`config.mk`:
```
export PLATFORM = sky130hd
export DESIGN_NAME = irc_color_text_to_cell_writes_unit_flat
export DESIGN_NICKNAME = d
export VERILOG_FILES = /design/src/rtl/icw_pkg.sv /design/src/rtl/icw_if.sv /design/src/rtl/icw_char_unit.sv /design/src/rtl/icw_seq.sv /design/src/rtl/icw_out_stage.sv /design/src/rtl/irc_color_text_to_cell_writes_unit.sv /design/src/flat_wrapper.sv
export SDC_FILE = /design/constraint.sdc
export NUM_CORES = 1
export LEC_CHECK = 0
export BUFFER_PORTS_ARGS = -buffer_cell sky130_fd_sc_hd__buf_4
export CAP_MARGIN = 20
export CORE_ASPECT_RATIO = 1.4
export CORE_UTILIZATION = 43
export DETAILED_ROUTE_END_ITERATION = 8
export GPL_ROUTABILITY_DRIVEN = 1
export HOLD_SLACK_MARGIN = 0.1
export MAX_ROUTING_LAYER = met4
export PLACE_DENSITY = 0.66
export SYNTH_ARGS = -nofsm -noshare
export SYNTH_HDL_FRONTEND = slang
export SYNTH_HIERARCHICAL = 1
export SYNTH_SLANG_ARGS = --single-unit
```
`constraint.sdc`:
```
create_clock -name clock -period 23.2 [get_ports clock]
set_input_delay 4.64 -clock clock [delete_from_list [all_inputs] [get_ports clock]]
set_output_delay 4.64 -clock clock [all_outputs]
set_load 0.01 [all_outputs]
```
`src/rtl/icw_pkg.sv`:
```
// shared constants, types and codes for the irc colour text to cell writes block
package icw_pkg;

   // grid limits built into the block
   localparam int MAX_COLS = 512;
   localparam int MAX_ROWS = 1024;
   localparam int LIM_W    = 13;

   // field and register widths
   localparam int COLS_REG_W = 10;
   localparam int ROWS_REG_W = 11;
   localparam int CSR_W      = 11;
   localparam int CSR_IDX_W  = 1;
   localparam int COL_CNT_W  = 10;
   localparam int ROW_CNT_W  = 11;
   localparam int COL_W      = 9;
   localparam int ROW_W      = 10;
   localparam int CP_W       = 21;
   localparam int IDX_W      = 7;
   localparam int BYTE_W     = 8;
   localparam int PEND_DEPTH = 3;
   localparam int PEND_IDX_W = 2;
   localparam int ELEN_W     = 3;
   localparam int DIGIT_W    = 2;

   localparam logic [LIM_W-1:0] MAX_COLS_LIM = LIM_W'(MAX_COLS);
   localparam logic [LIM_W-1:0] MAX_ROWS_LIM = LIM_W'(MAX_ROWS);

   // register reset values
   localparam logic [COLS_REG_W-1:0] GRID_COLS_RESET = 10'd80;
   localparam logic [ROWS_REG_W-1:0] GRID_ROWS_RESET = 11'd25;

   // saturation points of the position counters
   localparam logic [COL_CNT_W-1:0] COL_CNT_MAX = '1;
   localparam logic [ROW_CNT_W-1:0] ROW_CNT_MAX = '1;

   // default colours
   localparam logic [IDX_W-1:0] FG_DEFAULT = 7'd1;
   localparam logic [IDX_W-1:0] BG_DEFAULT = 7'd0;

   // character codes seen by the colour parser
   localparam logic [CP_W-1:0] CH_NUL     = CP_W'('h00);
   localparam logic [CP_W-1:0] CH_BOLD    = CP_W'('h02);
   localparam logic [CP_W-1:0] CH_COLOR   = CP_W'('h03);
   localparam logic [CP_W-1:0] CH_LF      = CP_W'('h0A);
   localparam logic [CP_W-1:0] CH_CR      = CP_W'('h0D);
   localparam logic [CP_W-1:0] CH_RESET   = CP_W'('h0F);
   localparam logic [CP_W-1:0] CH_REVERSE = CP_W'('h16);
   localparam logic [CP_W-1:0] CH_ITALIC  = CP_W'('h1D);
   localparam logic [CP_W-1:0] CH_UNDER   = CP_W'('h1F);
   localparam logic [CP_W-1:0] CH_COMMA   = CP_W'('h2C);
   localparam logic [CP_W-1:0] CH_DIGIT0  = CP_W'('h30);
   localparam logic [CP_W-1:0] CH_DIGIT9  = CP_W'('h39);

   // utf-8 sequence lengths
   localparam logic [ELEN_W-1:0] ELEN_NONE  = 3'd0;
   localparam logic [ELEN_W-1:0] ELEN_TWO   = 3'd2;
   localparam logic [ELEN_W-1:0] ELEN_THREE = 3'd3;
   localparam logic [ELEN_W-1:0] ELEN_FOUR  = 3'd4;

   // configuration register indexes
   typedef enum logic [CSR_IDX_W-1:0] {
      CSR_GRID_COLS = 1'b0,
      CSR_GRID_ROWS = 1'b1
   } csr_idx_type;

   // colour code parser state
   typedef enum logic [1:0] {
      CODE_PLAIN   = 2'd0,
      CODE_FG      = 2'd1,
      CODE_FG_DONE = 2'd2,
      CODE_BG      = 2'd3
   } code_state_type;

   // byte sequencer state
   typedef enum logic [2:0] {
      SEQ_IDLE,
      SEQ_CHECK,
      SEQ_FLUSH,
      SEQ_SCAN,
      SEQ_END
   } seq_state_type;

   // one character handed to the character unit
   typedef struct packed {
      logic            valid;
      logic [CP_W-1:0] ch;
   } feed_type;

   // one cell write
   typedef struct packed {
      logic [COL_W-1:0] col;
      logic [ROW_W-1:0] row;
      logic [CP_W-1:0]  cp;
      logic [IDX_W-1:0] fg;
      logic [IDX_W-1:0] bg;
   } cell_type;

   typedef struct packed {
      logic     valid;
      cell_type wr;
   } emit_type;

endpackage

```
`src/rtl/icw_if.sv`:
```
// request and response channel interfaces
interface icw_req_if import icw_pkg::*; ();
   logic              valid;
   logic              ready;
   logic [BYTE_W-1:0] text_byte;
   logic              text_start;

   modport source (output valid, output text_byte, output text_start, input ready);
   modport sink (input valid, input text_byte, input text_start, output ready);
endinterface

interface icw_rsp_if import icw_pkg::*; ();
   logic             valid;
   logic             ready;
   logic [COL_W-1:0] cell_col;
   logic [ROW_W-1:0] cell_row;
   logic [CP_W-1:0]  code_point;
   logic [IDX_W-1:0] fg_index;
   logic [IDX_W-1:0] bg_index;
   logic             run_last;

   modport source (output valid, output cell_col, output cell_row, output code_point,
                   output fg_index, output bg_index, output run_last, input ready);
   modport sink (input valid, input cell_col, input cell_row, input code_point,
                 input fg_index, input bg_index, input run_last, output ready);
endinterface

```
`src/rtl/icw_char_unit.sv`:
```
// shared character unit: colour code parser, grid position and cell write generation
module icw_char_unit import icw_pkg::*; (
   input  logic                  clock,
   input  logic                  reset,
   input  logic                  clear,
   input  feed_type              feed,
   input  logic [COLS_REG_W-1:0] grid_cols,
   input  logic [ROWS_REG_W-1:0] grid_rows,
   output emit_type              emit,
   output logic                  stopped
);

   code_state_type       code_ff, code_in;
   logic [DIGIT_W-1:0]   digit_ff, digit_in;
   logic [IDX_W-1:0]     fg_ff, fg_in;
   logic [IDX_W-1:0]     bg_ff, bg_in;
   logic [COL_CNT_W-1:0] col_ff, col_in;
   logic [ROW_CNT_W-1:0] row_ff, row_in;
   logic                 stopped_ff, stopped_in;

   logic                 is_digit;
   logic                 is_format;
   logic                 is_break;
   logic                 in_grid;
   logic                 pass;
   logic [IDX_W-1:0]     acc;
   logic [10:0]          mac_wide;
   logic [IDX_W-1:0]     mac;
   logic [IDX_W-1:0]     digit_val;

   // character classes
   assign is_digit  = feed.ch inside {[CH_DIGIT0:CH_DIGIT9]};
   assign is_format = feed.ch inside {CH_BOLD, CH_ITALIC, CH_UNDER, CH_REVERSE, CH_RESET};
   assign is_break  = feed.ch inside {CH_CR, CH_LF};

   // shared multiply-accumulate for colour digits: acc * 10 + digit
   assign digit_val = IDX_W'(feed.ch[3:0]);
   assign acc       = (code_ff == CODE_BG) ? bg_ff : fg_ff;
   assign mac_wide  = 11'({acc, 3'b000}) + 11'({acc, 1'b0}) + 11'(digit_val);
   assign mac       = mac_wide[IDX_W-1:0];

   // write lands inside the grid
   assign in_grid = (col_ff < grid_cols) && (LIM_W'(col_ff) < MAX_COLS_LIM) &&
                    (row_ff < grid_rows) && (LIM_W'(row_ff) < MAX_ROWS_LIM);

   assign stopped = stopped_ff;

   // next state for one character
   always_comb begin
      code_in    = code_ff;
      digit_in   = digit_ff;
      fg_in      = fg_ff;
      bg_in      = bg_ff;
      col_in     = col_ff;
      row_in     = row_ff;
      stopped_in = stopped_ff;
      pass       = 1'b0;
      emit.valid = 1'b0;
      emit.wr    = '{col: col_ff[COL_W-1:0], row: row_ff[ROW_W-1:0], cp: feed.ch,
                     fg: fg_ff, bg: bg_ff};
      if (clear) begin
         code_in    = CODE_PLAIN;
         digit_in   = '0;
         fg_in      = FG_DEFAULT;
         bg_in      = BG_DEFAULT;
         col_in     = '0;
         row_in     = '0;
         stopped_in = 1'b0;
      end else if (feed.valid && !stopped_ff) begin
         if (feed.ch == CH_NUL) begin
            stopped_in = 1'b1;
         end else if (is_break) begin
            fg_in  = FG_DEFAULT;
            bg_in  = BG_DEFAULT;
            col_in = '0;
            if (feed.ch == CH_LF && row_ff != ROW_CNT_MAX) begin
               row_in = row_ff + 1'b1;
            end
            if (row_in >= grid_rows || LIM_W'(row_in) >= MAX_ROWS_LIM) begin
               stopped_in = 1'b1;
            end
         end else begin
            pass = 1'b1;
            case (code_ff)
               CODE_FG: begin
                  if (is_digit) begin
                     fg_in    = (digit_ff == '0) ? digit_val : mac;
                     digit_in = digit_ff + 1'b1;
                     if (digit_in[1]) begin
                        code_in = CODE_FG_DONE;
                     end
                     pass = 1'b0;
                  end else if (feed.ch == CH_COMMA) begin
                     code_in  = CODE_BG;
                     digit_in = '0;
                     pass     = 1'b0;
                  end else begin
                     code_in = CODE_PLAIN;
                  end
               end
               CODE_FG_DONE: begin
                  if (feed.ch == CH_COMMA) begin
                     code_in  = CODE_BG;
                     digit_in = '0;
                     pass     = 1'b0;
                  end else begin
                     code_in = CODE_PLAIN;
                  end
               end
               CODE_BG: begin
                  if (is_digit) begin
                     bg_in    = (digit_ff == '0) ? digit_val : mac;
                     digit_in = digit_ff + 1'b1;
                     if (digit_in[1]) begin
                        code_in = CODE_PLAIN;
                     end
                     pass = 1'b0;
                  end else begin
                     code_in = CODE_PLAIN;
                  end
               end
               default: begin
               end
            endcase
            // plain handling after the colour code parser lets go
            if (pass) begin
               if (feed.ch == CH_COLOR) begin
                  code_in = CODE_FG;
               end else if (!is_format) begin
                  emit.valid = in_grid;
                  if (col_ff != COL_CNT_MAX) begin
                     col_in = col_ff + 1'b1;
                  end
               end
               digit_in = '0;
            end
         end
      end
   end

   // parser state registers
   always_ff @(posedge clock) begin
      if (reset) begin
         code_ff    <= CODE_PLAIN;
         digit_ff   <= '0;
         fg_ff      <= FG_DEFAULT;
         bg_ff      <= BG_DEFAULT;
         col_ff     <= '0;
         row_ff     <= '0;
         stopped_ff <= 1'b0;
      end else begin
         code_ff    <= code_in;
         digit_ff   <= digit_in;
         fg_ff      <= fg_in;
         bg_ff      <= bg_in;
         col_ff     <= col_in;
         row_ff     <= row_in;
         stopped_ff <= stopped_in;
      end
   end

   // at most one digit is held while a colour number is still open
   a_digit_open: assert property (@(posedge clock) disable iff (reset)
      (code_ff == CODE_FG || code_ff == CODE_BG) |-> !digit_ff[1])
      else $error("digit count out of range in open colour number");

   // only a new text releases a stopped parser
   a_stop_holds: assert property (@(posedge clock) disable iff (reset)
      stopped_ff && !clear |=> stopped_ff)
      else $error("parser left stopped state without a new text");

   // a cell write needs a live character
   a_emit_src: assert property (@(posedge clock) disable iff (reset)
      emit.valid |-> feed.valid && !stopped_ff && !clear)
      else $error("cell write without a character fed");

endmodule

```
`src/rtl/icw_seq.sv`:
```
// byte sequencer: utf-8 buffering and the order of characters fed to the character unit
module icw_seq import icw_pkg::*; (
   input  logic          clock,
   input  logic          reset,
   icw_req_if.sink       req_chan,
   input  logic          stopped,
   input  logic          room,
   output logic          clear,
   output feed_type      feed,
   output logic          close
);

   seq_state_type         state_ff, state_in;
   logic [BYTE_W-1:0]     byte_ff, byte_in;
   logic [BYTE_W-1:0]     pend_ff [PEND_DEPTH];
   logic [BYTE_W-1:0]     pend_in [PEND_DEPTH];
   logic [PEND_IDX_W-1:0] pcnt_ff, pcnt_in;
   logic [ELEN_W-1:0]     elen_ff, elen_in;
   logic [PEND_IDX_W-1:0] idx_ff, idx_in;

   logic                  is_cont;
   logic                  is_lead2;
   logic                  is_lead3;
   logic                  is_lead4;
   logic [CP_W-1:0]       decoded;

   // byte classes
   assign is_cont  = (byte_ff[7:6] == 2'b10);
   assign is_lead2 = (byte_ff[7:5] == 3'b110);
   assign is_lead3 = (byte_ff[7:4] == 4'b1110);
   assign is_lead4 = (byte_ff[7:3] == 5'b11110);

   // assemble the code point from the buffered bytes and the final byte
   always_comb begin
      case (elen_ff)
         ELEN_TWO:   decoded = CP_W'({pend_ff[0][4:0], byte_ff[5:0]});
         ELEN_THREE: decoded = CP_W'({pend_ff[0][3:0], pend_ff[1][5:0], byte_ff[5:0]});
         default:    decoded = CP_W'({pend_ff[0][2:0], pend_ff[1][5:0], pend_ff[2][5:0],
                                      byte_ff[5:0]});
      endcase
   end

   // next state and outputs
   always_comb begin
      state_in          = state_ff;
      byte_in           = byte_ff;
      pend_in           = pend_ff;
      pcnt_in           = pcnt_ff;
      elen_in           = elen_ff;
      idx_in            = idx_ff;
      req_chan.ready    = 1'b0;
      clear             = 1'b0;
      close             = 1'b0;
      feed.valid        = 1'b0;
      feed.ch           = CP_W'(byte_ff);
      case (state_ff)
         SEQ_IDLE: begin
            req_chan.ready = 1'b1;
            if (req_chan.valid) begin
               byte_in = req_chan.text_byte;
               if (req_chan.text_start) begin
                  clear   = 1'b1;
                  pcnt_in = '0;
                  elen_in = ELEN_NONE;
               end
               state_in = SEQ_CHECK;
            end
         end
         SEQ_CHECK: begin
            if (stopped) begin
               state_in = SEQ_END;
            end else if (pcnt_ff != '0) begin
               if (is_cont) begin
                  if ((ELEN_W'(pcnt_ff) + 1'b1) >= elen_ff) begin
                     // sequence complete
                     if (room) begin
                        feed.valid = 1'b1;
                        feed.ch    = decoded;
                        pcnt_in    = '0;
                        elen_in    = ELEN_NONE;
                        state_in   = SEQ_END;
                     end
                  end else begin
                     pend_in[pcnt_ff] = byte_ff;
                     pcnt_in          = pcnt_ff + 1'b1;
                     state_in         = SEQ_END;
                  end
               end else begin
                  // broken sequence: replay buffered bytes one by one
                  idx_in   = '0;
                  state_in = SEQ_FLUSH;
               end
            end else begin
               state_in = SEQ_SCAN;
            end
         end
         SEQ_FLUSH: begin
            if (room) begin
               feed.valid = 1'b1;
               feed.ch    = CP_W'(pend_ff[idx_ff]);
               idx_in     = idx_ff + 1'b1;
               if (idx_in == pcnt_ff) begin
                  pcnt_in  = '0;
                  elen_in  = ELEN_NONE;
                  state_in = SEQ_SCAN;
               end
            end
         end
         SEQ_SCAN: begin
            if (stopped) begin
               state_in = SEQ_END;
            end else if (is_lead2 || is_lead3 || is_lead4) begin
               pend_in[0] = byte_ff;
               pcnt_in    = PEND_IDX_W'(1);
               elen_in    = is_lead2 ? ELEN_TWO : (is_lead3 ? ELEN_THREE : ELEN_FOUR);
               state_in   = SEQ_END;
            end else if (room) begin
               feed.valid = 1'b1;
               state_in   = SEQ_END;
            end
         end
         SEQ_END: begin
            if (room) begin
               close    = 1'b1;
               state_in = SEQ_IDLE;
            end
         end
         default: begin
            state_in = SEQ_IDLE;
         end
      endcase
   end

   // control registers
   always_ff @(posedge clock) begin
      if (reset) begin
         state_ff <= SEQ_IDLE;
         pcnt_ff  <= '0;
         elen_ff  <= ELEN_NONE;
      end else begin
         state_ff <= state_in;
         pcnt_ff  <= pcnt_in;
         elen_ff  <= elen_in;
      end
   end

   // byte buffer and flush index
   always_ff @(posedge clock) begin
      byte_ff <= byte_in;
      pend_ff <= pend_in;
      idx_ff  <= idx_in;
   end

endmodule

```
`src/rtl/icw_out_stage.sv`:
```
// result staging: holds the newest cell write until it is known whether it ends its byte
module icw_out_stage import icw_pkg::*; (
   input  logic          clock,
   input  logic          reset,
   input  emit_type      emit,
   input  logic          close,
   output logic          room,
   icw_rsp_if.source     rsp_chan
);

   cell_type res_ff, res_in;
   logic     res_full_ff, res_full_in;
   cell_type out_cell_ff, out_cell_in;
   logic     out_last_ff, out_last_in;
   logic     out_valid_ff, out_valid_in;

   logic     out_free;
   logic     move;

   assign out_free = !out_valid_ff || rsp_chan.ready;
   assign room     = !res_full_ff || out_free;
   assign move     = res_full_ff && out_free && (emit.valid || close);

   // hold register and output register updates
   always_comb begin
      res_in       = res_ff;
      res_full_in  = res_full_ff;
      out_cell_in  = out_cell_ff;
      out_last_in  = out_last_ff;
      out_valid_in = out_valid_ff && !rsp_chan.ready;
      if (move) begin
         out_cell_in  = res_ff;
         out_last_in  = !emit.valid;
         out_valid_in = 1'b1;
         res_full_in  = 1'b0;
      end
      if (emit.valid) begin
         res_in      = emit.wr;
         res_full_in = 1'b1;
      end
   end

   always_ff @(posedge clock) begin
      if (reset) begin
         res_full_ff  <= 1'b0;
         out_valid_ff <= 1'b0;
      end else begin
         res_full_ff  <= res_full_in;
         out_valid_ff <= out_valid_in;
      end
   end

   always_ff @(posedge clock) begin
      res_ff      <= res_in;
      out_cell_ff <= out_cell_in;
      out_last_ff <= out_last_in;
   end

   // response channel
   assign rsp_chan.valid      = out_valid_ff;
   assign rsp_chan.cell_col   = out_cell_ff.col;
   assign rsp_chan.cell_row   = out_cell_ff.row;
   assign rsp_chan.code_point = out_cell_ff.cp;
   assign rsp_chan.fg_index   = out_cell_ff.fg;
   assign rsp_chan.bg_index   = out_cell_ff.bg;
   assign rsp_chan.run_last   = out_last_ff;

   // a new write never arrives without space for the held one
   a_emit_room: assert property (@(posedge clock) disable iff (reset)
      emit.valid |-> room)
      else $error("cell write arrived with no room");

   // the end of a byte never coincides with a write
   a_close_alone: assert property (@(posedge clock) disable iff (reset)
      !(emit.valid && close))
      else $error("end of byte together with a cell write");

   // closing a byte with a held write sends it out marked last
   a_close_last: assert property (@(posedge clock) disable iff (reset)
      close && res_full_ff |=> out_valid_ff && out_last_ff && !res_full_ff)
      else $error("held write not sent as last of its byte");

endmodule

```
`src/rtl/irc_color_text_to_cell_writes_unit.sv`:
```
// top level of the irc colour text to cell writes block
//
//  channel   direction  transaction
//  req_chan  in         one text byte with its start-of-text flag
//  rsp_chan  out        one cell write: column, row, code point, colours, last flag
//  csr_*     in         register write, index 0 grid_cols, index 1 grid_rows
//
// a byte passes accept, check, scan and close; a buffered or completing continuation
// byte goes from check straight to close, and a broken sequence adds a flush state
// that replays the buffered bytes one per cycle before the scan; the sequencer steps
// one state per cycle unless stalled. reset is synchronous and active high and
// restores 80 columns and 25 rows. a held response stalls the sequencer whenever a
// character is fed or a byte is closed while both result registers are full.
module irc_color_text_to_cell_writes_unit import icw_pkg::*; (
   input  logic                 clock,
   input  logic                 reset,
   icw_req_if.sink              req_chan,
   icw_rsp_if.source            rsp_chan,
   input  logic                 csr_we,
   input  csr_idx_type          csr_index,
   input  logic [CSR_W-1:0]     csr_wdata
);

   logic [COLS_REG_W-1:0] grid_cols_ff, grid_cols_in;
   logic [ROWS_REG_W-1:0] grid_rows_ff, grid_rows_in;

   logic     clear;
   logic     stopped;
   logic     room;
   logic     close;
   feed_type feed;
   emit_type emit;

   // configuration register writes
   always_comb begin
      grid_cols_in = grid_cols_ff;
      grid_rows_in = grid_rows_ff;
      if (csr_we) begin
         case (csr_index)
            CSR_GRID_COLS: grid_cols_in = csr_wdata[COLS_REG_W-1:0];
            CSR_GRID_ROWS: grid_rows_in = csr_wdata[ROWS_REG_W-1:0];
            default: begin
            end
         endcase
      end
   end

   always_ff @(posedge clock) begin
      if (reset) begin
         grid_cols_ff <= GRID_COLS_RESET;
         grid_rows_ff <= GRID_ROWS_RESET;
      end else begin
         grid_cols_ff <= grid_cols_in;
         grid_rows_ff <= grid_rows_in;
      end
   end

   // byte sequencer
   icw_seq u_seq (
      .clock    (clock),
      .reset    (reset),
      .req_chan (req_chan),
      .stopped  (stopped),
      .room     (room),
      .clear    (clear),
      .feed     (feed),
      .close    (close)
   );

   // shared character unit
   icw_char_unit u_char_unit (
      .clock     (clock),
      .reset     (reset),
      .clear     (clear),
      .feed      (feed),
      .grid_cols (grid_cols_ff),
      .grid_rows (grid_rows_ff),
      .emit      (emit),
      .stopped   (stopped)
   );

   // result staging
   icw_out_stage u_out_stage (
      .clock    (clock),
      .reset    (reset),
      .emit     (emit),
      .close    (close),
      .room     (room),
      .rsp_chan (rsp_chan)
   );

endmodule

```
`src/flat_wrapper.sv`:
```
// flat-port wrapper written by rule: the top's interface ports become plain ports
module irc_color_text_to_cell_writes_unit_flat import icw_pkg::*;
  (clock, reset, csr_we, csr_index, csr_wdata, req_chan_valid, req_chan_text_byte, req_chan_text_start, req_chan_ready, rsp_chan_valid, rsp_chan_cell_col, rsp_chan_cell_row, rsp_chan_code_point, rsp_chan_fg_index, rsp_chan_bg_index, rsp_chan_run_last, rsp_chan_ready);
  icw_req_if req_chan_i ();
  icw_rsp_if rsp_chan_i ();
  input  logic clock;
  input  logic reset;
  input  logic csr_we;
  input  csr_idx_type csr_index;
  input  logic [CSR_W-1:0] csr_wdata;
  input wire logic [$bits(req_chan_i.valid)-1:0] req_chan_valid;
  input wire logic [$bits(req_chan_i.text_byte)-1:0] req_chan_text_byte;
  input wire logic [$bits(req_chan_i.text_start)-1:0] req_chan_text_start;
  output wire logic [$bits(req_chan_i.ready)-1:0] req_chan_ready;
  output wire logic [$bits(rsp_chan_i.valid)-1:0] rsp_chan_valid;
  output wire logic [$bits(rsp_chan_i.cell_col)-1:0] rsp_chan_cell_col;
  output wire logic [$bits(rsp_chan_i.cell_row)-1:0] rsp_chan_cell_row;
  output wire logic [$bits(rsp_chan_i.code_point)-1:0] rsp_chan_code_point;
  output wire logic [$bits(rsp_chan_i.fg_index)-1:0] rsp_chan_fg_index;
  output wire logic [$bits(rsp_chan_i.bg_index)-1:0] rsp_chan_bg_index;
  output wire logic [$bits(rsp_chan_i.run_last)-1:0] rsp_chan_run_last;
  input wire logic [$bits(rsp_chan_i.ready)-1:0] rsp_chan_ready;
  assign req_chan_i.valid = req_chan_valid;
  assign req_chan_i.text_byte = req_chan_text_byte;
  assign req_chan_i.text_start = req_chan_text_start;
  assign req_chan_ready = req_chan_i.ready;
  assign rsp_chan_valid = rsp_chan_i.valid;
  assign rsp_chan_cell_col = rsp_chan_i.cell_col;
  assign rsp_chan_cell_row = rsp_chan_i.cell_row;
  assign rsp_chan_code_point = rsp_chan_i.code_point;
  assign rsp_chan_fg_index = rsp_chan_i.fg_index;
  assign rsp_chan_bg_index = rsp_chan_i.bg_index;
  assign rsp_chan_run_last = rsp_chan_i.run_last;
  assign rsp_chan_i.ready = rsp_chan_ready;
  irc_color_text_to_cell_writes_unit u_core (.clock(clock), .reset(reset), .req_chan(req_chan_i), .rsp_chan(rsp_chan_i), .csr_we(csr_we), .csr_index(csr_index), .csr_wdata(csr_wdata));
endmodule
```
==> impl_metrics.env <==
export IMPL_drt_first_pass_iters=5
export IMPL_die_area_sq_mm=0.0252
export IMPL_dp_hpwl_um=15600
export IMPL_synth_compound_area_share_pct=10.6
export IMPL_crit_arrival_ns=9.25
export IMPL_dr_total_vias=7000
export IMPL_synth_simple_area_share_pct=16.5
export IMPL_muxShareOfSynthArea_pct=4.53
export IMPL_r2r_start="u_core/u_seq/pcnt_ff[0]"
export IMPL_dpl_cell_count=1247
export IMPL_fin_skew_ns=0.0119
export IMPL_diodes=0
export IMPL_placed_area_sq_mm=0.0112
export IMPL_drcViolationCount=0
export IMPL_syn_nets=1007
export IMPL_rr_worst_depth=16
export IMPL_synthCells=927
export IMPL_htreeDepth=1
export IMPL_cts_buffers=21
export IMPL_final_setup_tns_ns=0
export IMPL_core_area_sq_mm=0.0241
export IMPL_ir_worst_vdd_mv=0.0459
export IMPL_rrSetupSlack_ns=17.62
export IMPL_synth_cell_type_count=83
export IMPL_crit_required_ns=23.33
export IMPL_rsz0062_at_grt="no"
export IMPL_synth_edf_count=143
export IMPL_io_buffers=82
export IMPL_die_h_um=188
export IMPL_gp_congestion=0.895
export IMPL_drt_wl_total_um=22000
export IMPL_dr_first_iter_drc_count=522
export IMPL_grt_ovfl_total=0
export IMPL_timing_rr_end="u_core/u_out_stage/rsp_chan.cell_row[4]"
export IMPL_cap_violations=0
export IMPL_finalNonFillerCells=1285
export IMPL_fin_area_sq_mm=0.0119
export IMPL_ys_seq_elements=214
export IMPL_hold_path_class="reg2reg"
export IMPL_cp_endpoint="u_core/u_out_stage/rsp_chan.cell_row[4]"
export IMPL_cts_repair_resized=0
export IMPL_fmax_mhz=110
export IMPL_yosys_area_share_adder_pct=6.53
export IMPL_ios=83
export IMPL_status="finished, final reports clean"
export IMPL_synth_yosys_warnings=6
export IMPL_cts_hold_buf=0
export IMPL_critPathKind="in2reg"
export IMPL_crit_start="rsp_chan_ready"
export IMPL_synthXorXnorAreaFrac_pct=1.74
export IMPL_drv_slew=0
export IMPL_viasPerCell=5.45
export IMPL_layout_drive_gt1_share_pct=16.0
export IMPL_grt_pass1_wl_um=35500
export IMPL_row_count=67
export IMPL_worstPathMaxFanout=47
export IMPL_path_clk_slew_ns=0.06
export IMPL_cts_setup_buffers=0
export IMPL_cts_sinks=214
export IMPL_clockBufferDepth=3
export IMPL_antenna_found_initial=0
export IMPL_cts_tree="yes"
export IMPL_post_route_period_util_pct=39.3
export IMPL_grt_max_degree=57
export IMPL_p_per_area_mw_per_mm2=78.4
export IMPL_synth_area_sq_mm=0.0106
export IMPL_end_kind="flop"
export IMPL_cts_root_buf="clkbuf_16"
export IMPL_synth_flop_cell="edfxtp_1"
export IMPL_p_leak_nw=4.60
export IMPL_initial_core_util_pct=44.0
export IMPL_dieWidth_um=135
export IMPL_layout_nets=1041
export IMPL_setup_viol=0
export IMPL_hold_viol_final=0
export IMPL_async_flop_share_pct=0
export IMPL_synth_top_family_by_area="simple AND/OR/NAND/NOR gates"
export IMPL_routedWlPerCell_um=17.1
export IMPL_period_minus_slack_ns=9.12
export IMPL_worst_slew_pin_slew_ns=1.03
export IMPL_clock_latency_ns=0.50
export IMPL_ys_seq_area_share_pct=54.0
export IMPL_start_kind="primary input"
export IMPL_synth_area_per_cell_sq_um=11.4
export IMPL_final_common_cell="edfxtp_1"
export IMPL_grtUsageTotal_pct=18.2
export IMPL_syn_to_final_growth_pct=12.8
export IMPL_final_cell_mix="edfxtp_1 (143), buf_4 (87), dfxtp_1 (71)"
export IMPL_max_slew_margin_pct=30.9
export IMPL_ant_nets=0
export IMPL_first_global_vias=6802
per-stage QoR:
stage	setup slack [ns]	total power [mW]	hold slack, ns	utilization [%]
2_1_floorplan	6.37	0.542	0.400	-
3_3_place_gp	13.46	0.571	0.400	46.4
3_5_place_dp	13.18	0.573	0.405	46.4
4_1_cts	13.68	0.947	0.418	49.6
5_1_grt	13.53	0.974	0.423	49.6
6_report	14.08	0.935	0.417	49.6
worst max-delay path, cell delays in order:
cell      delay [ns]
buf_4           0.09
and2b_2         0.24
nand2_1         0.24
inv_1           0.20
nor4_2          0.17
clkbuf_4        0.27
nor2_1          0.06
a21oi_1         0.69
nand3b_1        0.22
a21o_1          0.19
nor3_1          0.06
buf_4           0.24
nor2_1          0.29
o211ai_1        0.19
nor4b_2         0.35
o21ai_0         0.23
nor2_4          0.28
buf_4           0.55
where the power goes:
part	switching, mW	total (mW)	leakage [nW]	internal, mW
Combinational	0.0674	0.106	2.33	0.0386
Clock	0.138	0.370	0.368	0.233
Sequential	0.0160	0.459	1.90	0.443
area by class of cell:
class,count,area [sq um]
flip-flops and latches,214,5720
fillers,2127,12100
multi-input cells,591,4240
well taps,310,388
clock buffers,24,537
clock inverters,13,216
repair buffers,88,661
inverters,45,169
cells in the mapped netlist, drive strengths merged, types with 3 or more instances:
cell type  count  share of area [%]
o31ai         11               0.78
dfxtp         71                 13
nand3         26                1.3
nand4         14                1.1
buf           59                3.8
nor3          20                1.1
a21o           9               0.64
a31oi          4               0.30
and2          17                1.0
mux2i         40                3.8
edfxtp       143                 41
or2            4               0.24
o41ai          4               0.33
a21oi         55                2.6
nand4b         5               0.41
nor2b          6               0.35
a22oi          4               0.28
clkbuf        18               0.64
nor2          71                2.5
nor3b          6               0.47
ha            52                6.2
o2111ai        4               0.33
a211o          4               0.33
or4            7               0.50
or3           10               0.59
o211ai         8               0.57
xnor2          9               0.75
and4           3               0.25
mux2           7               0.75
inv           45                1.6
and3          14               0.83
nand2b        31                2.0
nor4          11                1.2
a211oi         7               0.50
o21ai         27                1.3
o21a           3               0.21
xor2          12               0.99
nand2         46                1.7
how the worst min path moves through the flow:
stage                                   from                                   endpoint  slack (ns)  cells after the start
5_1_grt        u_core/u_out_stage/res_ff[23]  u_core/u_out_stage/rsp_chan.code_point[9]        0.42                      0
3_5_place_dp   u_core/u_out_stage/res_ff[38]    u_core/u_out_stage/rsp_chan.cell_row[3]        0.40                      0
4_1_cts        u_core/u_out_stage/res_ff[38]    u_core/u_out_stage/rsp_chan.cell_row[3]        0.42                      0
6_report       u_core/u_out_stage/res_ff[38]    u_core/u_out_stage/rsp_chan.cell_row[3]        0.42                      0
2_1_floorplan   u_core/u_out_stage/res_ff[0]    u_core/u_out_stage/rsp_chan.bg_index[0]        0.40                      0
3_3_place_gp   u_core/u_out_stage/res_ff[37]    u_core/u_out_stage/rsp_chan.cell_row[2]        0.40                      0
sequential cells by signal, indices dropped and copies added (netlist names), 2 cells and up:
register,flops
u_core/grid_rows_ff,11
u_core/u_out_stage/rsp_chan.cell_row,10
u_core/u_seq/idx_ff,2
u_core/u_seq/pcnt_ff,2
u_core/grid_cols_ff,10
u_core/u_seq/pend_ff,24
u_core/u_out_stage/rsp_chan.fg_index,7
u_core/u_out_stage/res_ff,54
u_core/u_char_unit/bg_ff,7
u_core/u_out_stage/rsp_chan.bg_index,7
u_core/u_seq/state_ff,3
u_core/u_char_unit/code_ff,2
u_core/u_char_unit/fg_ff,7
u_core/u_out_stage/rsp_chan.code_point,21
u_core/u_char_unit/digit_ff,2
u_core/u_char_unit/col_ff,10
u_core/u_seq/byte_ff,8
u_core/u_char_unit/row_ff,11
u_core/u_out_stage/rsp_chan.cell_col,9
u_core/u_seq/elen_ff,3
cells by family (layout without fill, tap and decap cells):
group	Yosys count	after routing
compound gates	166	166
xor+xnor	21	21
fa+ha+maj	54	54
buf+inv	122	170
flops	214	214
mux	47	47
simple gates	303	303
routing by layer:
metal | part of all wire (%) | wire (um) | track usage [%]
met1 | 44 | 9750 | 22.9
met2 | 49 | 10800 | 30.4
met3 | 4.1 | 907 | 2.27
met4 | 2.4 | 534 | 5.83
met5 | 0 | 0 | -
Power figures use the tool's default switching activity.
